$ cat src/sv/mcs_pkg.sv
package mcs_pkg;

    localparam int SHORT_PERIOD  = 12;
    localparam int LONG_PERIOD   = 26;
    localparam int SIGNAL_PERIOD = 9;
    localparam int PRICE_WIDTH   = 24;

    localparam int GAIN_WIDTH    = 16;
    localparam int MACD_WIDTH    = PRICE_WIDTH + 2;
    // (x - prev) * gain, plus prev << GAIN_WIDTH
    localparam int ACC_WIDTH     = MACD_WIDTH + GAIN_WIDTH + 2;
    localparam int DEC_WIDTH     = 2;
    localparam int CFG_IDX_WIDTH = 2;

    localparam int MAX_SL_PERIOD = (SHORT_PERIOD > LONG_PERIOD) ? SHORT_PERIOD : LONG_PERIOD;
    localparam int MAX_PERIOD    = (MAX_SL_PERIOD > SIGNAL_PERIOD) ? MAX_SL_PERIOD
                                                                   : SIGNAL_PERIOD;
    localparam int SUM_WIDTH     = MACD_WIDTH + $clog2(MAX_PERIOD) + 1;
    localparam int MAG_WIDTH     = SUM_WIDTH - 1;
    localparam int DIV_D_WIDTH   = $clog2(MAX_PERIOD + 1);

    localparam int SIG_SEED_IDX  = LONG_PERIOD + SIGNAL_PERIOD - 2;
    localparam int COUNT_SAT     = (SHORT_PERIOD > SIG_SEED_IDX + 1) ? SHORT_PERIOD
                                                                     : SIG_SEED_IDX + 1;
    localparam int CNT_WIDTH     = $clog2(COUNT_SAT + 1);

    localparam logic [CNT_WIDTH-1:0] CNT_ZERO        = '0;
    localparam logic [CNT_WIDTH-1:0] CNT_SAT         = CNT_WIDTH'(COUNT_SAT);
    localparam logic [CNT_WIDTH-1:0] SHORT_SEED_CNT  = CNT_WIDTH'(SHORT_PERIOD - 1);
    localparam logic [CNT_WIDTH-1:0] LONG_SEED_CNT   = CNT_WIDTH'(LONG_PERIOD - 1);
    localparam logic [CNT_WIDTH-1:0] SIGNAL_SEED_CNT = CNT_WIDTH'(SIG_SEED_IDX);

    localparam logic [DIV_D_WIDTH-1:0] SHORT_DIV  = DIV_D_WIDTH'(SHORT_PERIOD);
    localparam logic [DIV_D_WIDTH-1:0] LONG_DIV   = DIV_D_WIDTH'(LONG_PERIOD);
    localparam logic [DIV_D_WIDTH-1:0] SIGNAL_DIV = DIV_D_WIDTH'(SIGNAL_PERIOD);

    // floor(2^MAG_WIDTH / d): quotient estimate is exact or one short
    localparam logic [MAG_WIDTH-1:0] SHORT_RECIP  =
        MAG_WIDTH'((64'd1 << MAG_WIDTH) / SHORT_PERIOD);
    localparam logic [MAG_WIDTH-1:0] LONG_RECIP   =
        MAG_WIDTH'((64'd1 << MAG_WIDTH) / LONG_PERIOD);
    localparam logic [MAG_WIDTH-1:0] SIGNAL_RECIP =
        MAG_WIDTH'((64'd1 << MAG_WIDTH) / SIGNAL_PERIOD);

    localparam logic [GAIN_WIDTH-1:0]        SHORT_GAIN_RST  = 16'd10082;
    localparam logic [GAIN_WIDTH-1:0]        LONG_GAIN_RST   = 16'd4855;
    localparam logic [GAIN_WIDTH-1:0]        SIGNAL_GAIN_RST = 16'd13107;
    localparam logic signed [GAIN_WIDTH-1:0] MACD_OFFSET_RST = 16'sd250;

    localparam logic [CFG_IDX_WIDTH-1:0] CFG_SHORT_GAIN  = 2'd0;
    localparam logic [CFG_IDX_WIDTH-1:0] CFG_LONG_GAIN   = 2'd1;
    localparam logic [CFG_IDX_WIDTH-1:0] CFG_SIGNAL_GAIN = 2'd2;
    localparam logic [CFG_IDX_WIDTH-1:0] CFG_MACD_OFFSET = 2'd3;

    typedef enum logic [DEC_WIDTH-1:0] {
        DEC_NONE = 2'd0,
        DEC_BUY  = 2'd1,
        DEC_SELL = 2'd2
    } decision_t;

    typedef enum logic [1:0] {
        PH_SHORT  = 2'd0,
        PH_LONG   = 2'd1,
        PH_SIGNAL = 2'd2
    } phase_t;

    typedef enum logic [1:0] {
        MODE_NONE = 2'd0,
        MODE_ACC  = 2'd1,
        MODE_SEED = 2'd2,
        MODE_EMA  = 2'd3
    } mode_t;

    typedef struct packed {
        phase_t phase;
        logic   load_price;
        logic   mul_step;
        logic   fin_step;
        logic   abs_step;
        logic   dmul_step;
        logic   dq_step;
        logic   dfix_step;
        logic   macd_step;
        logic   out_load;
    } cmd_t;

    typedef struct packed {
        mode_t mode;
        logic  out_free;
    } sts_t;

endpackage

$ cat src/sv/mcs_if.sv
interface mcs_in_if;
    import mcs_pkg::*;

    logic                   valid;
    logic                   ready;
    logic [PRICE_WIDTH-1:0] price;

    modport source (output valid, output price, input ready);
    modport sink   (input valid, input price, output ready);
endinterface

interface mcs_out_if;
    import mcs_pkg::*;

    logic                         valid;
    logic                         ready;
    logic [PRICE_WIDTH-1:0]       short_average;
    logic [PRICE_WIDTH-1:0]       long_average;
    logic signed [MACD_WIDTH-1:0] macd_value;
    logic signed [MACD_WIDTH-1:0] signal_value;
    logic [DEC_WIDTH-1:0]         decision;

    modport source (output valid, output short_average, output long_average,
                    output macd_value, output signal_value, output decision,
                    input ready);
    modport sink   (input valid, input short_average, input long_average,
                    input macd_value, input signal_value, input decision,
                    output ready);
endinterface

interface mcs_cfg_if;
    import mcs_pkg::*;

    logic                     valid;
    logic                     ready;
    logic [CFG_IDX_WIDTH-1:0] index;
    logic [GAIN_WIDTH-1:0]    data;

    modport source (output valid, output index, output data, input ready);
    modport sink   (input valid, input index, input data, output ready);
endinterface

$ cat src/sv/mcs_ctrl.sv
module mcs_ctrl (
    input  logic          clk,
    input  logic          rst_n,
    input  logic          in_valid,
    output logic          in_ready,
    input  mcs_pkg::sts_t sts,
    output mcs_pkg::cmd_t cmd
);
    import mcs_pkg::*;

    typedef enum logic [8:0] {
        ST_IDLE = 9'b000000001,
        ST_MUL  = 9'b000000010,
        ST_FIN  = 9'b000000100,
        ST_DABS = 9'b000001000,
        ST_DMUL = 9'b000010000,
        ST_DQ   = 9'b000100000,
        ST_DFIX = 9'b001000000,
        ST_MACD = 9'b010000000,
        ST_DEC  = 9'b100000000
    } state_t;

    state_t state_reg, state_next;
    phase_t phase_reg, phase_next;
    state_t adv_state;
    phase_t adv_phase;

    // where to go once the current average is done
    always_comb
    begin
        adv_state = ST_IDLE;
        adv_phase = PH_SHORT;
        case (phase_reg)
            PH_SHORT:
            begin
                adv_state = ST_MUL;
                adv_phase = PH_LONG;
            end
            PH_LONG:
            begin
                adv_state = ST_MACD;
                adv_phase = PH_LONG;
            end
            PH_SIGNAL:
            begin
                adv_state = ST_DEC;
                adv_phase = PH_SIGNAL;
            end
            default:
            begin
                adv_state = ST_IDLE;
                adv_phase = PH_SHORT;
            end
        endcase
    end

    always_comb
    begin
        state_next = state_reg;
        phase_next = phase_reg;
        cmd        = '0;
        cmd.phase  = phase_reg;
        in_ready   = 1'b0;
        case (state_reg)
            ST_IDLE:
            begin
                in_ready = 1'b1;
                if (in_valid)
                begin
                    cmd.load_price = 1'b1;
                    state_next     = ST_MUL;
                    phase_next     = PH_SHORT;
                end
            end
            ST_MUL:
            begin
                cmd.mul_step = 1'b1;
                case (sts.mode)
                    MODE_EMA:  state_next = ST_FIN;
                    MODE_SEED: state_next = ST_DABS;
                    default:
                    begin
                        state_next = adv_state;
                        phase_next = adv_phase;
                    end
                endcase
            end
            ST_FIN:
            begin
                cmd.fin_step = 1'b1;
                state_next   = adv_state;
                phase_next   = adv_phase;
            end
            ST_DABS:
            begin
                cmd.abs_step = 1'b1;
                state_next   = ST_DMUL;
            end
            ST_DMUL:
            begin
                cmd.dmul_step = 1'b1;
                state_next    = ST_DQ;
            end
            ST_DQ:
            begin
                cmd.dq_step = 1'b1;
                state_next  = ST_DFIX;
            end
            ST_DFIX:
            begin
                cmd.dfix_step = 1'b1;
                state_next    = adv_state;
                phase_next    = adv_phase;
            end
            ST_MACD:
            begin
                cmd.macd_step = 1'b1;
                state_next    = ST_MUL;
                phase_next    = PH_SIGNAL;
            end
            ST_DEC:
            begin
                // hold until the output register can take the item
                if (sts.out_free)
                begin
                    cmd.out_load = 1'b1;
                    state_next   = ST_IDLE;
                end
            end
            default:
            begin
                state_next = ST_IDLE;
                phase_next = PH_SHORT;
            end
        endcase
    end

    always_ff @(posedge clk or negedge rst_n)
    begin
        if (!rst_n)
        begin
            state_reg <= ST_IDLE;
            phase_reg <= PH_SHORT;
        end
        else
        begin
            state_reg <= state_next;
            phase_reg <= phase_next;
        end
    end

endmodule

$ cat src/sv/mcs_dp.sv
module mcs_dp (
    input  logic                            clk,
    input  logic                            rst_n,
    input  logic [mcs_pkg::PRICE_WIDTH-1:0] price,
    input  mcs_pkg::cmd_t                   cmd,
    output mcs_pkg::sts_t                   sts,
    mcs_out_if.source                       result,
    mcs_cfg_if.sink                         cfg
);
    import mcs_pkg::*;

    logic [PRICE_WIDTH-1:0]        price_reg;
    logic [CNT_WIDTH-1:0]          cnt_reg;
    logic signed [SUM_WIDTH-1:0]   short_sum_reg, long_sum_reg, sig_sum_reg;
    logic [PRICE_WIDTH-1:0]        short_ema_reg, long_ema_reg;
    logic signed [MACD_WIDTH-1:0]  sig_line_reg, macd_reg;
    logic                          may_buy_reg, may_sell_reg;
    logic [GAIN_WIDTH-1:0]         short_gain_reg, long_gain_reg, sig_gain_reg;
    logic signed [GAIN_WIDTH-1:0]  offset_reg;
    logic signed [ACC_WIDTH-1:0]   prod_reg;
    logic [MAG_WIDTH-1:0]          mag_reg;
    logic                          neg_reg;
    logic [2*MAG_WIDTH-1:0]        dprod_reg;
    logic [MAG_WIDTH-1:0]          quo_reg, rem_reg;

    logic [PRICE_WIDTH-1:0]        short_avg_reg, long_avg_reg;
    logic signed [MACD_WIDTH-1:0]  macd_out_reg, signal_out_reg;
    logic [DEC_WIDTH-1:0]          decision_reg;
    logic                          out_valid_reg;

    logic signed [MACD_WIDTH-1:0]  x_op, prev_op;
    logic [GAIN_WIDTH-1:0]         gain_op;
    logic signed [SUM_WIDTH-1:0]   sum_op, sum_new;
    logic [CNT_WIDTH-1:0]          start_cnt, seed_cnt;
    logic [DIV_D_WIDTH-1:0]        div_d;
    logic [MAG_WIDTH-1:0]          div_recip;
    mode_t                         mode;

    logic signed [MACD_WIDTH:0]    diff;
    logic signed [GAIN_WIDTH:0]    gain_s;
    logic signed [ACC_WIDTH-1:0]   mul_full, acc, acc_fl, ema_full;
    logic signed [MACD_WIDTH-1:0]  ema_new, div_new, upd_val, macd_calc;
    logic signed [SUM_WIDTH-1:0]   sum_neg;
    logic [MAG_WIDTH-1:0]          dq_quo, dq_rem, q_mag;
    logic [MAG_WIDTH+DIV_D_WIDTH-1:0] qd;
    logic signed [MAG_WIDTH:0]     q_signed;
    decision_t                     dec_code;
    logic                          out_free;

    // operand selection by phase
    always_comb
    begin
        x_op      = $signed({{(MACD_WIDTH-PRICE_WIDTH){1'b0}}, price_reg});
        prev_op   = $signed({{(MACD_WIDTH-PRICE_WIDTH){1'b0}}, short_ema_reg});
        gain_op   = short_gain_reg;
        sum_op    = short_sum_reg;
        start_cnt = CNT_ZERO;
        seed_cnt  = SHORT_SEED_CNT;
        div_d     = SHORT_DIV;
        div_recip = SHORT_RECIP;
        case (cmd.phase)
            PH_SHORT: ;
            PH_LONG:
            begin
                prev_op   = $signed({{(MACD_WIDTH-PRICE_WIDTH){1'b0}}, long_ema_reg});
                gain_op   = long_gain_reg;
                sum_op    = long_sum_reg;
                seed_cnt  = LONG_SEED_CNT;
                div_d     = LONG_DIV;
                div_recip = LONG_RECIP;
            end
            PH_SIGNAL:
            begin
                x_op      = macd_reg;
                prev_op   = sig_line_reg;
                gain_op   = sig_gain_reg;
                sum_op    = sig_sum_reg;
                start_cnt = LONG_SEED_CNT;
                seed_cnt  = SIGNAL_SEED_CNT;
                div_d     = SIGNAL_DIV;
                div_recip = SIGNAL_RECIP;
            end
            default: ;
        endcase
    end

    always_comb
    begin
        if (cnt_reg < start_cnt)
            mode = MODE_NONE;
        else if (cnt_reg < seed_cnt)
            mode = MODE_ACC;
        else if (cnt_reg == seed_cnt)
            mode = MODE_SEED;
        else
            mode = MODE_EMA;
    end

    // ema' = prev + (x - prev) * g / 2^16, truncated toward zero
    assign diff     = (MACD_WIDTH+1)'(x_op) - (MACD_WIDTH+1)'(prev_op);
    assign gain_s   = $signed({1'b0, gain_op});
    assign mul_full = diff * gain_s;
    assign acc      = prod_reg + (ACC_WIDTH'(prev_op) <<< GAIN_WIDTH);
    assign acc_fl   = acc >>> GAIN_WIDTH;
    assign ema_full = acc_fl + ACC_WIDTH'(acc[ACC_WIDTH-1] && (|acc[GAIN_WIDTH-1:0]));
    assign ema_new  = ema_full[MACD_WIDTH-1:0];

    assign sum_new  = sum_op + SUM_WIDTH'(x_op);
    assign sum_neg  = -sum_op;

    // seed mean: magnitude times reciprocal, then one correction step
    assign dq_quo   = dprod_reg[2*MAG_WIDTH-1:MAG_WIDTH];
    assign qd       = dq_quo * div_d;
    assign dq_rem   = mag_reg - qd[MAG_WIDTH-1:0];
    assign q_mag    = quo_reg + MAG_WIDTH'(rem_reg >= MAG_WIDTH'(div_d));
    assign q_signed = neg_reg ? -$signed({1'b0, q_mag}) : $signed({1'b0, q_mag});
    assign div_new  = q_signed[MACD_WIDTH-1:0];

    assign upd_val  = cmd.dfix_step ? div_new : ema_new;

    assign macd_calc = $signed(MACD_WIDTH'(short_ema_reg)) - $signed(MACD_WIDTH'(long_ema_reg))
                       + MACD_WIDTH'(offset_reg);

    always_comb
    begin
        dec_code = DEC_NONE;
        if (cnt_reg >= SIGNAL_SEED_CNT)
        begin
            if (macd_reg > sig_line_reg && may_buy_reg)
                dec_code = DEC_BUY;
            else if (macd_reg < sig_line_reg && may_sell_reg)
                dec_code = DEC_SELL;
        end
    end

    assign out_free     = !out_valid_reg || result.ready;
    assign sts.mode     = mode;
    assign sts.out_free = out_free;

    // working registers
    always_ff @(posedge clk)
    begin
        if (cmd.load_price)
            price_reg <= price;
        if (cmd.mul_step)
            prod_reg <= mul_full;
        if (cmd.abs_step)
        begin
            neg_reg <= sum_op[SUM_WIDTH-1];
            mag_reg <= sum_op[SUM_WIDTH-1] ? sum_neg[MAG_WIDTH-1:0] : sum_op[MAG_WIDTH-1:0];
        end
        if (cmd.dmul_step)
            dprod_reg <= mag_reg * div_recip;
        if (cmd.dq_step)
        begin
            quo_reg <= dq_quo;
            rem_reg <= dq_rem;
        end
    end

    // architectural state
    always_ff @(posedge clk or negedge rst_n)
    begin
        if (!rst_n)
        begin
            cnt_reg       <= '0;
            short_sum_reg <= '0;
            long_sum_reg  <= '0;
            sig_sum_reg   <= '0;
            short_ema_reg <= '0;
            long_ema_reg  <= '0;
            sig_line_reg  <= '0;
            macd_reg      <= '0;
            may_buy_reg   <= 1'b1;
            may_sell_reg  <= 1'b1;
        end
        else
        begin
            if (cmd.mul_step && (mode == MODE_ACC || mode == MODE_SEED))
            begin
                case (cmd.phase)
                    PH_SHORT:  short_sum_reg <= sum_new;
                    PH_LONG:   long_sum_reg  <= sum_new;
                    PH_SIGNAL: sig_sum_reg   <= sum_new;
                    default: ;
                endcase
            end
            if (cmd.fin_step || cmd.dfix_step)
            begin
                case (cmd.phase)
                    PH_SHORT:  short_ema_reg <= upd_val[PRICE_WIDTH-1:0];
                    PH_LONG:   long_ema_reg  <= upd_val[PRICE_WIDTH-1:0];
                    PH_SIGNAL: sig_line_reg  <= upd_val;
                    default: ;
                endcase
            end
            if (cmd.macd_step)
                macd_reg <= (cnt_reg >= LONG_SEED_CNT) ? macd_calc : '0;
            if (cmd.out_load)
            begin
                if (dec_code == DEC_BUY)
                begin
                    may_buy_reg  <= 1'b0;
                    may_sell_reg <= 1'b1;
                end
                else if (dec_code == DEC_SELL)
                begin
                    may_buy_reg  <= 1'b1;
                    may_sell_reg <= 1'b0;
                end
                if (cnt_reg < CNT_SAT)
                    cnt_reg <= cnt_reg + 1'b1;
            end
        end
    end

    // configuration registers
    assign cfg.ready = 1'b1;

    always_ff @(posedge clk or negedge rst_n)
    begin
        if (!rst_n)
        begin
            short_gain_reg <= SHORT_GAIN_RST;
            long_gain_reg  <= LONG_GAIN_RST;
            sig_gain_reg   <= SIGNAL_GAIN_RST;
            offset_reg     <= MACD_OFFSET_RST;
        end
        else if (cfg.valid)
        begin
            case (cfg.index)
                CFG_SHORT_GAIN:  short_gain_reg <= cfg.data;
                CFG_LONG_GAIN:   long_gain_reg  <= cfg.data;
                CFG_SIGNAL_GAIN: sig_gain_reg   <= cfg.data;
                CFG_MACD_OFFSET: offset_reg     <= $signed(cfg.data);
                default: ;
            endcase
        end
    end

    // output register
    always_ff @(posedge clk or negedge rst_n)
    begin
        if (!rst_n)
            out_valid_reg <= 1'b0;
        else if (cmd.out_load)
            out_valid_reg <= 1'b1;
        else if (result.ready)
            out_valid_reg <= 1'b0;
    end

    always_ff @(posedge clk)
    begin
        if (cmd.out_load)
        begin
            short_avg_reg  <= short_ema_reg;
            long_avg_reg   <= long_ema_reg;
            macd_out_reg   <= macd_reg;
            signal_out_reg <= sig_line_reg;
            decision_reg   <= dec_code;
        end
    end

    assign result.valid         = out_valid_reg;
    assign result.short_average = short_avg_reg;
    assign result.long_average  = long_avg_reg;
    assign result.macd_value    = macd_out_reg;
    assign result.signal_value  = signal_out_reg;
    assign result.decision      = decision_reg;

endmodule

$ cat src/sv/macd_crossover_signal_top.sv
// MACD crossover signal generator.
// sample: one closing price per item (valid/ready). result: one item per
// sample carrying the short and long EMAs, MACD, signal line and a
// buy/sell/none decision. cfg: register writes (index, data), always ready;
// write only while the block is idle.
// Sequence: a sample is taken in the idle state; the short, long and signal
// averages then each pass through the shared multiply and finish steps
// of the datapath, one after the other, with a MACD step between. A settled
// sample then reaches the output register from the decision state; no new
// sample is accepted before the block is idle again. Warm-up samples skip
// the finish step; each seed sample instead divides its sum by reciprocal.
// A finished item sits in the output register while the next sample is
// accepted and processed; if the receiver stalls, the block holds the
// following result until the register frees up.
// Reset clears all averages, sums, the sample count and the output valid,
// and restores the default gains and offset.
module macd_crossover_signal_top (
    input logic       clk,
    input logic       rst_n,
    mcs_in_if.sink    sample,
    mcs_out_if.source result,
    mcs_cfg_if.sink   cfg
);
    import mcs_pkg::*;

    cmd_t cmd;
    sts_t sts;
    logic ready;

    assign sample.ready = ready;

    mcs_ctrl u_ctrl (
        .clk      (clk),
        .rst_n    (rst_n),
        .in_valid (sample.valid),
        .in_ready (ready),
        .sts      (sts),
        .cmd      (cmd)
    );

    mcs_dp u_dp (
        .clk    (clk),
        .rst_n  (rst_n),
        .price  (sample.price),
        .cmd    (cmd),
        .sts    (sts),
        .result (result),
        .cfg    (cfg)
    );

endmodule
$ cat src/flat_wrapper.sv
// flat-port wrapper written by rule: the top's interface ports become plain ports
module macd_crossover_signal_top_flat import mcs_pkg::*;
  (clk, rst_n, sample_valid, sample_price, sample_ready, result_valid, result_short_average, result_long_average, result_macd_value, result_signal_value, result_decision, result_ready, cfg_valid, cfg_index, cfg_data, cfg_ready);
  mcs_in_if sample_i ();
  mcs_out_if result_i ();
  mcs_cfg_if cfg_i ();
  input logic clk;
  input logic rst_n;
  input wire logic [$bits(sample_i.valid)-1:0] sample_valid;
  input wire logic [$bits(sample_i.price)-1:0] sample_price;
  output wire logic [$bits(sample_i.ready)-1:0] sample_ready;
  output wire logic [$bits(result_i.valid)-1:0] result_valid;
  output wire logic [$bits(result_i.short_average)-1:0] result_short_average;
  output wire logic [$bits(result_i.long_average)-1:0] result_long_average;
  output wire logic [$bits(result_i.macd_value)-1:0] result_macd_value;
  output wire logic [$bits(result_i.signal_value)-1:0] result_signal_value;
  output wire logic [$bits(result_i.decision)-1:0] result_decision;
  input wire logic [$bits(result_i.ready)-1:0] result_ready;
  input wire logic [$bits(cfg_i.valid)-1:0] cfg_valid;
  input wire logic [$bits(cfg_i.index)-1:0] cfg_index;
  input wire logic [$bits(cfg_i.data)-1:0] cfg_data;
  output wire logic [$bits(cfg_i.ready)-1:0] cfg_ready;
  assign sample_i.valid = sample_valid;
  assign sample_i.price = sample_price;
  assign sample_ready = sample_i.ready;
  assign result_valid = result_i.valid;
  assign result_short_average = result_i.short_average;
  assign result_long_average = result_i.long_average;
  assign result_macd_value = result_i.macd_value;
  assign result_signal_value = result_i.signal_value;
  assign result_decision = result_i.decision;
  assign result_i.ready = result_ready;
  assign cfg_i.valid = cfg_valid;
  assign cfg_i.index = cfg_index;
  assign cfg_i.data = cfg_data;
  assign cfg_ready = cfg_i.ready;
  macd_crossover_signal_top u_core (.clk(clk), .rst_n(rst_n), .sample(sample_i), .result(result_i), .cfg(cfg_i));
endmodule
$ cat config.mk
export PLATFORM = sky130hd
export DESIGN_NAME = macd_crossover_signal_top_flat
export DESIGN_NICKNAME = d
export VERILOG_FILES = /design/src/sv/mcs_pkg.sv /design/src/sv/mcs_if.sv /design/src/sv/mcs_ctrl.sv /design/src/sv/mcs_dp.sv /design/src/sv/macd_crossover_signal_top.sv /design/src/flat_wrapper.sv
export SDC_FILE = /design/constraint.sdc
export NUM_CORES = 2
export LEC_CHECK = 0
export BUFFER_PORTS_ARGS = -buffer_cell sky130_fd_sc_hd__buf_2
export CAP_MARGIN = 20
export CORE_ASPECT_RATIO = 0.6
export CORE_MARGIN = 3
export CORE_UTILIZATION = 25
export CTS_BUF_LIST = sky130_fd_sc_hd__clkbuf_2
export CTS_CLUSTER_SIZE = 12
export DETAILED_ROUTE_END_ITERATION = 12
export PLACE_DENSITY = 0.43
export SYNTH_ARGS = -nofsm -noshare
export SYNTH_HDL_FRONTEND = slang
export SYNTH_SLANG_ARGS = --single-unit
$ cat constraint.sdc
create_clock -name clk -period 22.3 [get_ports clk]
set_clock_uncertainty 0.15 [all_clocks]
set_input_delay 4.46 -clock clk [delete_from_list [all_inputs] [get_ports clk]]
set_output_delay 4.46 -clock clk [all_outputs]
set_load 0.05 [all_outputs]
# Yosys cells after proc, flatten, opt, wreduce, memory -nomap -nowiden

Index checks and enable logic that the tools add are counted.

Input bits: 47
Bits in registers: 601
Logic and storage cells: 151
Output and inout port bits: 105

Bitwise gates (word level): 1
$mul: 3
Equal/unequal tests: 23
Reductions and logical operators: 31
Add/sub/neg operators: 11
Muxes and demuxes: 45
Order comparisons: 8

Operators by type and width:

| kind             | count |
|---|---|
| $mux 26          | 4 |
| $pmux 9 s8       | 1 |
| $pmux 32 s2      | 1 |
| $mul 31x31->62   | 1 |
| $pmux 28 s2      | 1 |
| $pmux 26 s2      | 1 |
| $add 44x42->44   | 1 |
| $mul 27x17->44   | 1 |
| $add 32x26->32   | 1 |
| $pmux 16 s2      | 1 |
| $ge 31x5->1      | 1 |
| $mul 31x5->31    | 1 |
| $mux 31          | 1 |
| $neg 31->31      | 1 |
| $sub 31x31->31   | 1 |
| $pmux 9 s3       | 1 |
| $sub 26x26->27   | 1 |
| $add 25x16->26   | 1 |
| $add 26x1->26    | 1 |
| $add 26x2->26    | 1 |
| $gt 26x26->1     | 1 |
| $lt 26x26->1     | 1 |
| $neg 26->26      | 1 |
| $reduce_and 2->1 | 13 |
| other kinds (39) | 83 |

# Logic depth before layout (Yosys ltp)

Depth after elaboration: 10
Mapped depth: 49
Gate-level depth less buffers: 41

# By module

A second synthesis with hierarchy kept.

Cell total of the unflattened synthesis: 7044
Area, all modules: 70253.6 µm²

Modules (own cells, without submodules):

| module   | cells each | instances | area an instance (µm²) | seq. area each (µm²) |
|---|---|---|---|---|
| mcs_dp   | 6964       | 1         | 69527.9                | 15479.8 |
| mcs_ctrl | 80         | 1         | 725.7                  | 276.5 |

# Worst setup path after synthesis

No wires, ideal clock.

Kind: register to register
Start point: register u_core.u_ctrl.phase_reg[0]
End point: register u_core.u_dp.prod_reg[42], data pin
Required time: 21.886 ns
Arrival time: 11.019 ns
Buffers on the path: 7
Cell stages (with the launch flop): 47
Slack: 10.868 ns
Library setup time: 0.264 ns
Clock period less this slack: 11.432 ns
Cell sequence: dfrtp_1 -> inv_1 -> ha_1 -> clkbuf_1 -> clkbuf_1 -> buf_1 -> clkbuf_1 -> buf_1 -> clkbuf_1 -> clkbuf_1 -> nor2_1 -> a21oi_1 -> inv_1 -> ha_1 -> nor2b_1 -> o21ai_0 -> nand2b_1 -> a21o_1 -> [11 not listed] -> fa_1 -> inv_1 -> fa_1 -> fa_1 -> inv_1 -> fa_1 -> inv_1 -> ha_1 -> nand3_1 -> nor2_1 -> nand3_1 -> o32ai_1 -> a21oi_1 -> a21oi_1 -> nand3_1 -> nand3_1 -> a221oi_1 -> xnor2_1

Cells in the longest elaborated chain, start to end: 4
Elaborated cells on any way between the ends: 7
Those cells by class: 1 x add/sub; 1 x mul; 2 x eq/ne; 3 x mux

RTL lines:

| what                                            | line            | RTL |
|---|---|---|
| start: declaration                              | mcs_ctrl.sv:24  | `phase_t phase_reg, phase_next;` |
| start signal: assignment                        | mcs_ctrl.sv:148 | `phase_reg <= phase_next;` |
| $eq 2x2->1 / $eq 2x1->1 (equally long branches) | mcs_dp.sv:61    | `case (cmd.phase)` |
| $pmux 26 s2 / $mux 26 (equally long branches)   | mcs_dp.sv:61    |  |
| $sub 26x26->27                                  | mcs_dp.sv:100   | `assign diff = (MACD_WIDTH+1)'(x_op) - (MACD_WIDTH+1)'(prev_op);` |
| $mul 27x17->44 (*)                              | mcs_dp.sv:102   | `assign mul_full = diff * gain_s;` |
| via u_core.u_dp.mul_full[42]                    | mcs_dp.sv:41    | `logic signed [ACC_WIDTH-1:0] mul_full, acc, acc_fl, ema_full;` |
| end signal: assignment                          | mcs_dp.sv:146   | `prod_reg <= mul_full;` |
| end: declaration                                | mcs_dp.sv:20    | `logic signed [ACC_WIDTH-1:0] prod_reg;` |

The timed path passes the listed nets; every way through them passes the cells marked *.
A chain may end at the register's enable or synchronous reset.

# Final worst setup path

Ends and elaborated chain as after synthesis.

==> impl_metrics.env <==
export IMPL_finalSetupTns_ns=0
export IMPL_initial_core_util_pct=25.27
export IMPL_core_area_um2=272600
export IMPL_seqCellArea_um2=15760
export IMPL_route_detailed_drc=0
export IMPL_worstPathArrival_ns=13.76
export IMPL_critPathLaunchType="flip-flop"
export IMPL_synthesis_nets=8628
export IMPL_setup_ws_ns=9.473
export IMPL_largest_reg_flops=44
export IMPL_clk_path_buf_depth=4
export IMPL_grt_pass1_wl_mm=374.8
export IMPL_ys_warn_count=0
export IMPL_cap_violations=0
export IMPL_die_w_um=683.6
export IMPL_drt_first_pass_iters=6
export IMPL_clkLatencyLatePin_ns=1.51
export IMPL_cts_buffers_inserted=162
export IMPL_grt_max_degree=125
export IMPL_grt_util_all_layers_pct=18.45
export IMPL_antenna_found_initial=24
export IMPL_cts_hold_buf=0
export IMPL_r2r_start="u_core.u_ctrl.phase_reg[0]"
export IMPL_fin_area_um2=76170
export IMPL_worst_pin_slew_ns=1.235
export IMPL_drt_iter0_markers=4663
export IMPL_yosysSeqAreaShare_pct=22.88
export IMPL_post_cts_buffers=0
export IMPL_hold_viol=0
export IMPL_critPathCaptureType="flip-flop"
export IMPL_synth_area_um2=68870
export IMPL_routed_wl_mm=261.9
export IMPL_ant_nets=0
export IMPL_slew_violations=0
export IMPL_min_path_type="reg2reg"
export IMPL_multi_input_area_um2=47550
export IMPL_viasPerCell=4.635
export IMPL_worst_path_most_repeated_cell="fa_1"
export IMPL_cts_resized=0
export IMPL_synth_ff_type="edfxtp_1"
export IMPL_cts_tree="yes"
export IMPL_routabilityCongestion=0.9453
export IMPL_status="completed"
export IMPL_synth_distinct_cells=85
export IMPL_dpl_worst_slack_ns=9.756
export IMPL_synthesis_instances=6922
export IMPL_fill_cells=29030
export IMPL_drive_above_1_share_pct=10.36
export IMPL_io_pins=152
export IMPL_crit_fanout=53
export IMPL_worstHoldStart="u_core.u_dp.short_sum_reg[23]"
export IMPL_syn_to_final_growth_pct=10.59
export IMPL_crit_start="u_core.u_ctrl.phase_reg[0]"
export IMPL_max_stage_delay_ns=0.98
export IMPL_cts_root_buf="clkbuf_2"
export IMPL_cts_sinks=570
export IMPL_ys_async_sr_fraction_pct=49.12
export IMPL_required_ns=23.23
export IMPL_fp_dieArea_um2=282000
export IMPL_relSlewSlack_pct=17.37
export IMPL_period_needed_ns=12.83
export IMPL_path_clk_slew_ns=0.12
export IMPL_grt_ovfl_total=0
export IMPL_finalCritPeriodShare_pct=57.52
export IMPL_synth_edff_count=290
export IMPL_num_vias=50840
export IMPL_chipHeight_um=412.6
export IMPL_final_nets=8861
export IMPL_synth_seq_cells=570
export IMPL_rows=148
export IMPL_portBuffers=150
export IMPL_dpl_instance_area_um2=74500
export IMPL_cpMaxStageDelayCell="xor2_1"
export IMPL_final_core_util_pct=27.94
export IMPL_h_tree_depth=4
export IMPL_grt_pass1_vias=51100
export IMPL_avgSynthCellArea_um2=9.950
export IMPL_fmax_mhz=77.96
export IMPL_routedWlPerCell_um=23.88
export IMPL_rsz0062_at_grt="no"
export IMPL_dp_hpwl_mm=218.5
export IMPL_setup_viol=0
export IMPL_crit_type="reg2reg"
-- stage by stage --
step	std cells	hold slack, ns
final	10970	0.3346
after global routing	10960	0.3629
after global placement	10640	0.3063
after CTS	10940	0.3379
after floorplan	6922	0.2911
after detailed placement	10660	0.3153
-- cell families (layout without fill, tap and decap cells) --
logic type | Yosys count | in the layout | share of synthesized area (%)
simple gates | 1669 | 1669 | 11.34
fa+ha+maj | 1659 | 1659 | 41.54
buf+inv | 1547 | 1903 | 8.459
compound gates | 985 | 985 | 8.976
flops | 570 | 570 | 22.88
xor+xnor | 333 | 333 | 4.235
mux | 158 | 158 | 2.563
other cells | 1 | 16 | 0.005445
-- final cells by class --
| cell class | instances | area share (%) |
|---|---|---|
| Tap cell | 3675 | 6.037 |
| Clock inverter | 58 | 0.4501 |
| Sequential cell | 570 | 20.69 |
| Inverter | 1364 | 6.725 |
| Antenna cell | 15 | 0.04928 |
| Timing Repair Buffer | 252 | 2.113 |
| Clock buffer | 229 | 1.505 |
| Multi-Input combinational cell | 4805 | 62.43 |
-- cells in the final DEF, fill, tap and decap left out, types with 119 or more instances in the layout --
cell,n
inv_1,1360
clkbuf_2,229
a21o_1,130
a21oi_1,256
dfrtp_1,247
ha_1,609
and2_1,119
nand2_1,617
fa_1,1046
mux2_2,147
nor2_1,426
xnor2_1,225
o21ai_0,248
edfxtp_1,290
buf_2,149
nor2b_1,161
-- cells in the mapped netlist, types with 12 or more instances --
cell type  instances  share of area, %
ha_1             613                11
and2_1           120               1.1
dfstp_2           33               1.3
dfrtp_1          247               9.0
xor2_1            99               1.3
or3_1             19              0.17
a21o_1           130               1.4
nand4_1           36              0.33
nand2b_1          49              0.45
fa_1            1046                30
nor3_1            49              0.36
a211oi_1          25              0.27
buf_1             22              0.12
o31ai_1           27              0.29
and3_1            28              0.25
o21ai_0          248               1.8
nand2_1          621               3.4
nand3_1           70              0.51
inv_1           1362               7.4
nor2b_1          161               1.5
a31oi_1           31              0.28
nor4_1            21              0.19
edfxtp_1         290                13
nand3b_1          12              0.13
a21oi_1          264               1.9
nor2_1           426               2.3
o21a_1            40              0.44
mux2_2           147               2.4
o21bai_1          31              0.34
or2_2             13              0.12
a22oi_1           75              0.82
xnor2_1          234               3.0
clkbuf_1         155              0.84
-- per-layer routing --
layer	up-vias	GRT usage, %	share of wire, %
met5	-	0	0
met4	0	3.279	1.7
met3	228	8.680	13
met2	2152	21.97	34
met1	25760	28.96	50
li1	22700	-	-
-- critical path: cells and delay by family (launching register included) --
kind,cells,cell delay [ns]
AOI/OAI and AO/OA,12,3.73
xor gates and xnor gates,2,1.13
adders and majority gates,9,4.58
buffers and inverters,6,1.37
DFF,1,0.49
and+or+nand+nor,6,0.95
-- path summary, 6_finish.rpt --
kind | slack, ns | to | cells past startpoint
max in group asynchronous | 16.45 | u_core.u_dp.short_sum_reg[11] | 4
setup / recovery | 9.47 | u_core.u_dp.prod_reg[42] | 35
hold reg to reg | 0.33 | u_core.u_dp.short_sum_reg[23] | 2
min in group asynchronous | 2.93 | u_core.u_dp.short_gain_reg[12] | 1
hold / removal | 0.33 | u_core.u_dp.short_sum_reg[23] | 2
setup reg to reg | 9.47 | u_core.u_dp.prod_reg[42] | 35
Power is not shown: default switching activity piles up to over one toggle a cycle in this logic, so the estimate is an artifact.
